$ cat src/hw/rtl/rtts_pkg.sv
// Types and constants shared by the per-station round-trip statistics table.
// No dependencies.
`default_nettype none

package rtts_pkg;

  localparam logic signed [63:0] RTT_CEIL  = 64'sh7FFF_FFFF_FFFF_FFFF;
  localparam logic signed [63:0] RTT_FLOOR = 64'sh8000_0000_0000_0000;

  typedef enum logic [1:0] {
    STAT_UPDATED = 2'd0,
    STAT_NEW     = 2'd1,
    STAT_DROPPED = 2'd2
  } status_e;

  typedef enum logic [1:0] {
    BS_IDLE,
    BS_SCAN,
    BS_UPD,
    BS_DROP
  } back_state_e;

  typedef struct packed {
    logic        [31:0] addr;
    logic signed [63:0] rtt;
    logic               reserved;
  } item_t;

  typedef struct packed {
    logic signed [63:0] last;
    logic signed [63:0] min;
    logic signed [63:0] max;
    logic        [31:0] count;
  } stats_t;

endpackage

`default_nettype wire

$ cat src/hw/rtl/rtts_front.sv
// Input stage: take a transfer, mark reserved addresses, hand on to the queue.
// Depends on rtts_pkg.
`default_nettype none

module rtts_front (
  input  wire logic               clk_i,
  input  wire logic               rst_ni,
  input  wire logic               in_valid_i,
  output      logic               in_ready_o,
  input  wire logic        [31:0] station_address_i,
  input  wire logic signed [63:0] round_trip_ns_i,
  output      logic               push_valid_o,
  input  wire logic               push_ready_i,
  output      rtts_pkg::item_t    push_item_o
);

  logic            valid_q, valid_d;
  rtts_pkg::item_t item_q;
  logic            accept;

  assign in_ready_o   = !valid_q || push_ready_i;
  assign accept       = in_valid_i & in_ready_o;
  assign push_valid_o = valid_q;
  assign push_item_o  = item_q;
  assign valid_d      = accept || (valid_q && !push_ready_i);

  always_ff @(posedge clk_i or negedge rst_ni) begin
    if (!rst_ni) begin
      valid_q <= 1'b0;
    end else begin
      valid_q <= valid_d;
    end
  end

  always_ff @(posedge clk_i) begin
    if (accept) begin
      item_q.addr     <= station_address_i;
      item_q.rtt      <= round_trip_ns_i;
      item_q.reserved <= (station_address_i == 32'd0);
    end
  end

endmodule

`default_nettype wire

$ cat config.mk
export PLATFORM = sky130hd
export DESIGN_NAME = rtts_front
export DESIGN_NICKNAME = d
export VERILOG_FILES = /design/src/hw/rtl/rtts_pkg.sv /design/src/hw/rtl/rtts_front.sv
export SDC_FILE = /design/constraint.sdc
export NUM_CORES = 1
export LEC_CHECK = 0
export ABC_CLOCK_PERIOD_IN_PS = 3400
export BUFFER_PORTS_ARGS = -buffer_cell sky130_fd_sc_hd__buf_2
export CAP_MARGIN = 5
export CORE_UTILIZATION = 40
export DETAILED_ROUTE_END_ITERATION = 8
export PLACE_DENSITY = 0.77
export RECOVER_POWER = 25
export SKIP_LAST_GASP = 1
export SLEW_MARGIN = 5
export SYNTH_ARGS = -nofsm -noshare
export SYNTH_HDL_FRONTEND = slang
export SYNTH_SLANG_ARGS = --single-unit
$ cat constraint.sdc
create_clock -name clk_i -period 3.4 [get_ports clk_i]
set_input_delay 0.68 -clock clk_i [delete_from_list [all_inputs] [get_ports clk_i]]
set_output_delay 0.68 -clock clk_i [all_outputs]
set_load 0.05 [all_outputs]
==> results.py <==
metrics = {
    "outcome": {
        "status": "complete, no violations",
    },
    "timing": {
        "worst_pin_slew_ns": 0.625,
        "fin_ws_ns": 1.57,
        "fin_crit_sh": 0.539,
        "period_needed_ns": 1.83,
        "tns_ns": 0,
        "slew_headroom": 0.583,
        "setup_viol_count_final": 0,
        "max_freq_mhz": 546,
        "finalMaxSlewViolations": 0,
        "fin_hold_ws_ns": 0.0927,
        "clock_skew_ns": 0.0128,
        "final_hold_viol_count": 0,
        "rsz0062_at_grt": "no",
    },
    "setup_path": {
        "worstPathMaxFanout": 3,
        "critical_path_arrival_ns": 1.15,
        "crit_slowest_cell": "buf_2",
        "worstSetupStartpointType": "primary input",
        "r2r_slack_ns": 1.64,
        "slowest_delay_ns": 0.22,
        "critPathCaptureType": "primary output",
        "cpMostUsedCell": "buf_2",
        "cp_data_required_time_ns": 2.72,
        "critPathKind": "primary input to primary output",
        "crit_chain": "buf_2 -> nand2b_1 -> buf_2",
    },
    "global_route": {
        "grt_pass1_wl_um": 9090,
        "overflow": 0,
        "grt_start_max_net_pins": 51,
        "grt.total_usage": 0.164,
        "antenna_found_initial": 0,
        "grt_pass1_vias": 1828,
    },
    "synth": {
        "synth_nets": 212,
        "async_reset_ff_frac": 0.0102,
        "synth_top_area_share": 0.962,
        "yosys.cell_types.count": 8,
        "synth_edf_count": 97,
        "ys_ff_latch": 98,
        "ys_warn_count": 0,
        "synth_top_cell_by_area": "edfxtp_1",
        "netlist_instances": 112,
        "ys.flop_type": "edfxtp_1",
        "yosysSeqAreaShare": 0.970,
        "synth_area_leaders": "edfxtp_1 96%, nor4_1 1.4%, dfrtp_1 0.83%",
        "synth_common_cells": "97 x edfxtp_1, 7 x nor4_1, 2 x nand2b_1, 2 x nand4_1",
        "mappedNetlistArea_sq_um": 3030,
        "synth_area_per_cell_sq_um": 27.0,
        "yosysMostFrequentCell": "edfxtp_1",
    },
    "final_layout": {
        "utilization": 0.595,
        "drive_gt1_frac": 0.633,
        "nets": 422,
        "num_antenna_cells": 0,
        "syn_to_final_growth_pct": 43.3,
        "final.fill_count": 597,
    },
    "clock_network": {
        "path_clk_slew_ns": 0.09,
        "cts_setup_buffers": 0,
        "clockBufferDepth": 2,
        "cts_sinks": 98,
        "holdBufCountCts": 0,
        "cts_buffers": 9,
        "cts-resized-gates": 0,
        "root_buffer": "clkbuf_8",
        "htreeDepth": 3,
        "clock_latency_ns": 0.35,
        "cts_tree": "built",
    },
    "placed_design": {
        "routabilityCongestion": 0.808,
        "portBuffers": 198,
        "dp_slack_ns": 1.24,
    },
    "detailed_routing": {
        "drtPass1Iterations": 5,
        "wl_met3_um": 490,
        "met1Wirelength_um": 2430,
        "num_vias": 1873,
        "via_per_inst": 4.40,
        "dr.max_layer_used": "met4",
        "first_iter_violations": 44,
        "met2_length_um": 3650,
        "drc": 0,
        "routed_wl_um": 6640,
        "wl_per_cell_um": 15.6,
        "ant_nets": 0,
    },
    "die": {
        "core_sq_um": 7290,
        "start_util": 0.415,
        "ios": 199,
        "row_count": 31,
        "die_w_um": 89.0,
        "die_height_um": 89.0,
        "die-area_sq_um": 7920,
    },
    "power_and_ir_drop": {
        "power.leakage_nw": 1.81,
        "irDropWorstVdd_mv": 0.271,
        "power_density_nw_per_um2": 575,
    },
    "run": {
        "drv_cap": 0,
    },
    "worst_hold_path": {
        "hold_class": "primary input to asynchronous set/reset pin",
    },
}
==> metrics by stage <==
| stage | power (mW) | cells | area, sq um |
|---|---|---|---|
| 6_report | 2.49 | 426 | 4340 |
| 5_1_grt | 2.59 | 426 | 4340 |
| 4_1_cts | 2.52 | 426 | 4350 |
| 3_5_place_dp | 1.84 | 410 | 4170 |
| 3_3_place_gp | 1.83 | 410 | 4170 |
| 2_1_floorplan | 1.71 | 112 | 3030 |
==> sequential cells by signal, summed over array words and instances, names as in the netlist <==
| signal | count |
|---|---|
| push_item_o | 97 |
| push_valid_o | 1 |
==> area by class of cell <==
cell class / instances / area (sq um) / share of cell area
timing repair buffer: 199 / 1000 / 0.230
multi-input combinational: 14 / 93.8 / 0.0216
clock inverter: 7 / 61.3 / 0.0141
clock buffer: 9 / 124 / 0.0285
sequential: 98 / 2940 / 0.677
tap: 99 / 124 / 0.0285
==> worst paths after layout <==
path                            cells after the start               to                start
worst max-delay path                                3       in_ready_o         push_ready_i
worst min-delay path                                1     push_valid_o               rst_ni
worst max register to register                      3   push_item_o[5]         push_valid_o
worst min register to register                      2     push_valid_o         push_valid_o
max in group asynchronous                           1     push_valid_o               rst_ni
min in group clk_i                                  1  push_item_o[22]  round_trip_ns_i[21]
==> worst max-delay path: cells and delay by family <==
kind                   cells  cell delay, ns
buffers and inverters      2            0.31
AND/OR/NAND/NOR            1            0.16
==> power by group <==
| group | internal, mW | total [mW] | switching (mW) | leakage (nW) |
|---|---|---|---|---|
| Sequential | 1.41 | 1.42 | 0.0146 | 0.935 |
| Clock | 0.280 | 0.692 | 0.411 | 0.0953 |
| Combinational | 0.0852 | 0.382 | 0.297 | 0.777 |
==> layer usage <==
layer / track usage / up-vias
met5: 0 / -
met4: 0.0577 / 0
met3: 0.0452 / 8
met2: 0.303 / 104
met1: 0.181 / 876
li1: - / 885
==> layout by cell type, fill, tap and decap left out <==
| cell type | Yosys | layout |
|---|---|---|
| clkinv_4 | 0 | 3 |
| nand2b_1 | 2 | 2 |
| inv_6 | 0 | 1 |
| and2_4 | 0 | 1 |
| buf_2 | 0 | 189 |
| inv_8 | 0 | 2 |
| clkbuf_8 | 0 | 9 |
| edfxtp_1 | 97 | 97 |
| clkinv_1 | 0 | 1 |
| nor2_1 | 1 | 1 |
| buf_12 | 0 | 1 |
| dfrtp_1 | 1 | 1 |
| nor4_2 | 1 | 1 |
| clkbuf_1 | 0 | 9 |
| nand4_1 | 2 | 2 |
| nor4_1 | 7 | 7 |
==> logic make-up (layout without fill, tap and decap cells) <==
group,count (synthesis),in the layout,share of synthesized area
AND/OR/NAND/NOR,14,14,0.0302
flip-flops,98,98,0.970
buffers and inverters,0,215,0
Note: power is estimated with default switching activity, not from simulation.
