==> config.mk <==
export PLATFORM = sky130hd
export DESIGN_NAME = rtts_fifo
export DESIGN_NICKNAME = d
export VERILOG_FILES = /design/src/hw/rtl/rtts_pkg.sv /design/src/hw/rtl/rtts_fifo.sv
export SDC_FILE = /design/constraint.sdc
export NUM_CORES = 1
export LEC_CHECK = 0
export BUFFER_PORTS_ARGS = -buffer_cell sky130_fd_sc_hd__clkbuf_2
export CORE_ASPECT_RATIO = 0.7
export CORE_MARGIN = 2
export CORE_UTILIZATION = 47
export DETAILED_ROUTE_END_ITERATION = 8
export PLACE_DENSITY = 0.76
export REMOVE_ABC_BUFFERS = 1
export SLEW_MARGIN = 20
export SYNTH_ARGS = -nofsm -noshare
export SYNTH_HDL_FRONTEND = slang
export SYNTH_SLANG_ARGS = --single-unit
==> constraint.sdc <==
create_clock -name clk_i -period 4.71 [get_ports clk_i]
set_input_delay 0.942 -clock clk_i [delete_from_list [all_inputs] [get_ports clk_i]]
set_output_delay 0.942 -clock clk_i [all_outputs]
set_load 0.02 [all_outputs]
==> src/hw/rtl/rtts_pkg.sv <==
// Types and constants shared by the per-station round-trip statistics table.
// No dependencies.
`default_nettype none

package rtts_pkg;

  localparam logic signed [63:0] RTT_CEIL  = 64'sh7FFF_FFFF_FFFF_FFFF;
  localparam logic signed [63:0] RTT_FLOOR = 64'sh8000_0000_0000_0000;

  typedef enum logic [1:0] {
    STAT_UPDATED = 2'd0,
    STAT_NEW     = 2'd1,
    STAT_DROPPED = 2'd2
  } status_e;

  typedef enum logic [1:0] {
    BS_IDLE,
    BS_SCAN,
    BS_UPD,
    BS_DROP
  } back_state_e;

  typedef struct packed {
    logic        [31:0] addr;
    logic signed [63:0] rtt;
    logic               reserved;
  } item_t;

  typedef struct packed {
    logic signed [63:0] last;
    logic signed [63:0] min;
    logic signed [63:0] max;
    logic        [31:0] count;
  } stats_t;

endpackage

`default_nettype wire

==> src/hw/rtl/rtts_fifo.sv <==
// Short queue of classified items between front and back.
// Depends on rtts_pkg.
`default_nettype none

module rtts_fifo #(
  parameter int DEPTH = 2
) (
  input  wire logic           clk_i,
  input  wire logic           rst_ni,
  input  wire logic           push_valid_i,
  output      logic           push_ready_o,
  input  wire rtts_pkg::item_t push_item_i,
  output      logic           pop_valid_o,
  input  wire logic           pop_ready_i,
  output      rtts_pkg::item_t pop_item_o
);

  localparam int PW = (DEPTH > 1) ? $clog2(DEPTH) : 1;
  localparam int CW = $clog2(DEPTH + 1);

  rtts_pkg::item_t mem_q [DEPTH];
  logic [PW-1:0]   wr_ptr_q, wr_ptr_d, rd_ptr_q, rd_ptr_d;
  logic [CW-1:0]   count_q, count_d;
  logic            push, pop;

  assign push_ready_o = (count_q != CW'(DEPTH));
  assign pop_valid_o  = (count_q != '0);
  assign push         = push_valid_i & push_ready_o;
  assign pop          = pop_valid_o & pop_ready_i;
  assign pop_item_o   = mem_q[rd_ptr_q];

  always_comb begin
    wr_ptr_d = wr_ptr_q;
    rd_ptr_d = rd_ptr_q;
    count_d  = count_q;
    if (push) begin
      wr_ptr_d = (wr_ptr_q == PW'(DEPTH - 1)) ? '0 : wr_ptr_q + 1'b1;
    end
    if (pop) begin
      rd_ptr_d = (rd_ptr_q == PW'(DEPTH - 1)) ? '0 : rd_ptr_q + 1'b1;
    end
    if (push && !pop) begin
      count_d = count_q + 1'b1;
    end else if (pop && !push) begin
      count_d = count_q - 1'b1;
    end
  end

  always_ff @(posedge clk_i or negedge rst_ni) begin
    if (!rst_ni) begin
      wr_ptr_q <= '0;
      rd_ptr_q <= '0;
      count_q  <= '0;
    end else begin
      wr_ptr_q <= wr_ptr_d;
      rd_ptr_q <= rd_ptr_d;
      count_q  <= count_d;
    end
  end

  always_ff @(posedge clk_i) begin
    if (push) begin
      mem_q[wr_ptr_q] <= push_item_i;
    end
  end

  a_count_bound: assert property (@(posedge clk_i) disable iff (!rst_ni)
    count_q <= CW'(DEPTH))
    else $error("queue count beyond depth");

  a_count_step: assert property (@(posedge clk_i) disable iff (!rst_ni)
    (push && !pop) |=> (count_q == $past(count_q) + 1'b1))
    else $error("queue count did not advance on push");

  a_count_drop: assert property (@(posedge clk_i) disable iff (!rst_ni)
    (pop && !push) |=> (count_q == $past(count_q) - 1'b1))
    else $error("queue count did not drop on pop");

endmodule

`default_nettype wire

==> results.txt, run 1 <==
synthesized area per cell: 22.7 µm²
routed vias: 3643
initial antenna violation count: 0
Initial Util: 48.7%
GP Congestion: 0.767
number of global-route vias before repair: 3727
Rel. slew slack: 43.8%
worst-skew pair later-pin latency: 420 ps
ant diodes: 0
reg-to-reg setup timing slack: 2370 ps
final setup vio count: 0
CTS Hold Bufs: 0
Hold Worst Slack: 318 ps
Synth cell types: 15
overall die area: 16500 µm²
layout net count: 633
share of cells above drive strength 1: 60.8%
WL/cell: 17.4 µm
Final period util: 68.7%
Die Ht: 108 µm
Hold/Removal Path Class: in2async
Max Clk Rate: 309 MHz
post-route ant nets: 0
CP Launch Type: register
worst slack, placed: 1910 ps
core region area: 14900 µm²
vias per cell: 4.93
Worst-Margin Slew: 842 ps
Num Clock Sinks: 198
sequential element share of the synthesized area: 81.5%
CTS max path bufs: 2
Arrival @ worst endpoint: 2290 ps
post-CTS sizing: 0
# rows: 37
total gr overflow: 0
RR Endpoint: mem_q[1][54]
setup TNS: 0 ps
CTS Buf Count: 17
area grow syn2layout: 25.2%
H-tree depth: 4
all-layer global routing usage: 15.6%
post-CTS setup buffers: 0
die width: 153 µm
root buffer cell: clkbuf_16
unrepaired setup endpoints after global routing: no
Slew Limit Fails: 0
I/O Buffers: 199
status: complete, no violations
I/O Pins: 200
final hold violation count: 0
critical path class: reg2out
Synth Warn #: 0
Max Cap Viol: 0
DR iter-0 viols: 162
Leakage: 3.51 nW
Worst R2R Start: count_q[0]
Fin Clk Skew: 8.74 ps
Syn Inst Count: 320
first-pass GRT wire length: 19200 µm
FF-to-FF path depth: 3
worst-path maximum fanout: 50
final setup margin: 1470 ps
final WL: 12800 µm
Synth Cell Area: 7270 µm²
post-layout min period: 3240 ps
largest net degree at the start of global routing: 60
Worst IR Drop VDD: 0.388 mV
Clock transition at path regs: 70 ps
First-pass DRT Iterations: 4
CTS tree: done
flip-flop and latch count after synthesis: 198
power per standard cell area: 656 nW/µm²
DRC viols: 0
data required time of the worst path: 3770 ps
CP endpoint kind: output port
## sequential cells by signal, indices dropped and copies added (netlist names)
signal    flops
mem_q       194
count_q       2
rd_ptr_q      1
wr_ptr_q      1
## metal layers
metal  GRT usage [%]  part of all wire, %
met5               0                    0
met4            5.56                  1.1
met3            8.46                   10
met2            24.2                   46
met1            18.8                   42
## worst max-delay path, cell delays in order (launching register included)
cell and delay (ps):
dfrtp_4 870, buf_12 360, mux2_2 380, clkbuf_2 160
## stage by stage
step           cell area, µm²  total power, mW  utilization [%]  std cells
2_1_floorplan            7190             3.98                -        309
3_3_place_gp             8490             4.50             56.9        707
3_5_place_dp             8490             4.55             56.9        707
4_1_cts                  9090             6.04             61.0        739
5_1_grt                  9090             6.23             61.0        739
6_report                 9090             5.96             61.0        739
## cells by family after synthesis
group                    share of synthesized area (%)
flip-flops                                        81.5
multiplexers                                      16.1
buffers and inverters                             1.15
AND/OR/NAND/NOR                                  0.465
XOR/XNOR                                         0.603
adder cells (fa/ha/maj)                          0.172
## where the power goes
part	switching, mW	internal (mW)
registers	0.174	2.41
clock network	0.590	0.890
logic	1.13	0.773
## synthesized netlist by cell type, drive strengths merged
cell type,count,share of area [%]
xor2,2,0.24
nand2b,1,0.086
buf,11,1.1
ha,1,0.17
mux2,97,16
edfxtp,194,80
inv,1,0.052
nor2,2,0.10
xnor2,3,0.36
or2,1,0.086
dfrtp,4,1.4
nand2,2,0.10
and3,1,0.086
## cell usage in the layout, fill, tap and decap left out, drive strengths merged
cell and instances:
buf 4, nand2b 1, or2 1, edfxtp 194, ha 1, clkbuf 219, dfrtp 4, and3 1
xor2 2, nor2 2, bufinv 4, nand2 2, clkinv 5, inv 4, mux2 97, xnor2 3
## area by class of cell
type                       instances  area (µm²)
clock buffer                      20         437
clock inverter                    12         173
fill                            1115        5810
inverter                           1        3.75
multi-input combinational        110        1270
sequential                       198        5930
tap                              195         244
timing repair buffer             203        1040
## how the worst max path moves through the flow
stage          depth (start not counted)    startpoint  slack [ps]             end
5_1_grt                                3      rd_ptr_q        1370  pop_item_o[34]
3_5_place_dp                           3  push_valid_i        1910     mem_q[1][2]
6_report                               3      rd_ptr_q        1470  pop_item_o[33]
4_1_cts                                3      rd_ptr_q        1440  pop_item_o[30]
3_3_place_gp                           3      rd_ptr_q        1940  pop_item_o[78]
2_1_floorplan                          2  push_valid_i        -920     mem_q[0][0]
No activity file was read; power rests on OpenSTA's default activity.
==> run 2: changes to the inputs <==
==> constraint.sdc (replaced) <==
create_clock -name clk_i -period 2.78 [get_ports clk_i]
set_input_delay 0.556 -clock clk_i [delete_from_list [all_inputs] [get_ports clk_i]]
set_output_delay 0.556 -clock clk_i [all_outputs]
set_load 0.02 [all_outputs]
==> results.txt, run 2 (same netlist as run 1, synthesis figures left out) <==
post-route ant nets: 0 (unchanged)
Hold/Removal Path Class: in2reg
worst-path maximum fanout: 26 (-48%)
Rel. slew slack: 62.3% (+18 points)
root buffer cell: clkbuf_16
Final period util: 92.1%
CTS Buf Count: 17 (unchanged)
Slew Limit Fails: 0 (unchanged)
RR Endpoint: mem_q[0][6]
all-layer global routing usage: 16.6% (+0.93 points)
finished layout cell area: 9170 µm² (+0.87%)
die width: 153 µm (unchanged)
final WL: 13300 µm (+3.5%)
Num Clock Sinks: 198 (unchanged)
share of cells above drive strength 1: 61.1% (+0.21 points)
first-pass GRT wire length: 20600 µm (+7.2%)
initial antenna violation count: 0 (unchanged)
total gr overflow: 0 (unchanged)
unrepaired setup endpoints after global routing: no
CP Launch Type: register
Slowest-stage cell, CP: dfrtp_4
most common cell after layout, fill and taps aside: clkbuf_2
DRC viols: 0 (unchanged)
First-pass DRT Iterations: 4 (unchanged)
Worst R2R Start: count_q[0]
DR iter-0 viols: 210 (+30%)
Placed Instance Area: 8560 µm² (+0.86%)
Total Power: 10.2 mW (+72%)
post-layout min period: 2560 ps
power per standard cell area: 1120 nW/µm² (+70%)
I/O Pins: 200 (unchanged)
M3 GR Usage: 5.53% (-2.9 points)
slowest cell delay on critical path: 710 ps (-160 ps)
reg-to-reg setup timing slack: 900 ps (-1470 ps)
Hold Path Stages: 1
CTS max path bufs: 2 (unchanged)
switching part of the total: 31.9% (+0.25 points)
sequential power share: 42.2% (-1.2 points)
Logic pwr share: 33.2% (+1.4 points)
data required time of the worst path: 2220 ps (-1550 ps)
core region area: 14900 µm² (unchanged)
H-tree depth: 4 (unchanged)
worst-path cell chain: buf_4 -> mux2_2 -> clkbuf_2
Die Ht: 108 µm (unchanged)
Fin Clk Skew: 11.8 ps (+3.07 ps)
worst-skew pair later-pin latency: 420 ps (about the same)
CP endpoint kind: output port
FF-to-FF path depth: 4 (+1)
Hold Path Origin: push_item_i[13]
largest reg by FF count: mem_q
Worst IR Drop VDD: 0.708 mV (+82%)
Arrival @ worst endpoint: 2000 ps (-290 ps)
WL/cell: 17.9 µm (+3.1%)
area grow syn2layout: 26.2%
Max Clk Rate: 391 MHz
Worst path top cell family by delay: flip-flops
internal power: 6.97 mW (+71%)
GP Congestion: 0.781 (+1.8%)
Switch Pwr: 3.27 mW (+73%)
Max Cap Viol: 0 (unchanged)
Critical Path Stages: 3 (unchanged)
Clock power frac: 24.6% (-0.2 points)
final hold violation count: 0 (unchanged)
final setup vio count: 0 (unchanged)
commonest non-fill, non-tap cells in the layout: clkbuf_2 (199), edfxtp_1 (194), mux2_2 (77), mux2_4 (20), clkbuf_16 (17)
CTS tree: done
vias per cell: 4.97 (+0.85%)
overall die area: 16500 µm² (unchanged)
critical path class: reg2out
WHS Endpoint: mem_q[1][13]
layout net count: 637 (+0.63%)
post-CTS setup buffers: 0 (unchanged)
Regs by FF count: mem_q (194), count_q (2)
CP bufs+invs: 2 (unchanged)
Global Route met1 Usage: 21.6% (+2.8 points)
dpl hpwl: 8770 µm
largest net degree at the start of global routing: 53 (-12%)
met2 usage in global routing: 26.4% (+2.2 points)
number of global-route vias before repair: 3893 (+4.5%)
routed vias: 3689 (+1.3%)
most used routing layer: met2
Leakage: 3.55 nW (+0.94%)
status: complete, no violations
max reg flops: 194 (unchanged)
Worst-Margin Slew: 566 ps (-277 ps)
Clock transition at path regs: 70 ps (about the same)
# fillers: 1090 (-2.2%)
I/O Buffers: 199 (unchanged)
Initial Util: 48.7% (unchanged)
ant diodes: 0 (unchanged)
# rows: 37 (unchanged)
-- run 2: cell types whose count changed in the layout (fill, tap and decap cells not counted), sizes merged --
cell / before / now
dlygate4sd3: 0 / 1
clkbuf: 219 / 217
clkinv: 5 / 6
buf: 4 / 7
-- run 2: what timing repair did --
action                    in CTS  in global routing
resized for setup              0                  0
hold endpoints to repair       4                  0
hold buffers                   1                  0
-- run 2: worst max path at each step --
stage,start,to
after CTS,rd_ptr_q,pop_item_o[35]
after floorplan,count_q[0],mem_q[0][0]
final,rd_ptr_q,pop_item_o[35]
after global placement,rd_ptr_q,pop_item_o[35]
after detailed placement,rd_ptr_q,pop_item_o[35]
after global routing,rd_ptr_q,pop_item_o[35]
-- run 2: through the flow --
step	hold WS (ps)	cells	utilization [%]	TNS, ps	worst slack [ps]
6_report	322	742	61.5	0	220
5_1_grt	303	742	61.5	0	118
4_1_cts	303	742	61.5	0	183
3_5_place_dp	373	710	57.4	0	645
3_3_place_gp	368	710	57.4	0	670
2_1_floorplan	260	309	-	-401140	-2610
-- run 2: routing by layer --
layer	share of wire (%)	vias up
met2	47	154
met3	8.1	14
met1	44	1826
li1	-	1695
met4	1.2	0
met5	0	-
-- run 2: power by group through the flow --
stage,sequential (mW),combinational (mW),clock [mW]
floorplan,4.54,2.21,0
global placement,4.36,3.38,0
detailed placement,4.39,3.43,0
CTS,4.34,3.45,2.58
global route,4.39,3.61,2.69
finish,4.32,3.40,2.52
-- run 2: final cells by class --
cell class	instances	area [µm²]	area share, %
Tap cell	195	244	2.66
Inverter	1	3.75	0.0409
Clock inverter	13	176	1.92
Multi-Input combinational cell	110	1270	13.8
Sequential cell	198	5930	64.6
Clock buffer	18	429	4.68
Timing Repair Buffer	207	1120	12.2
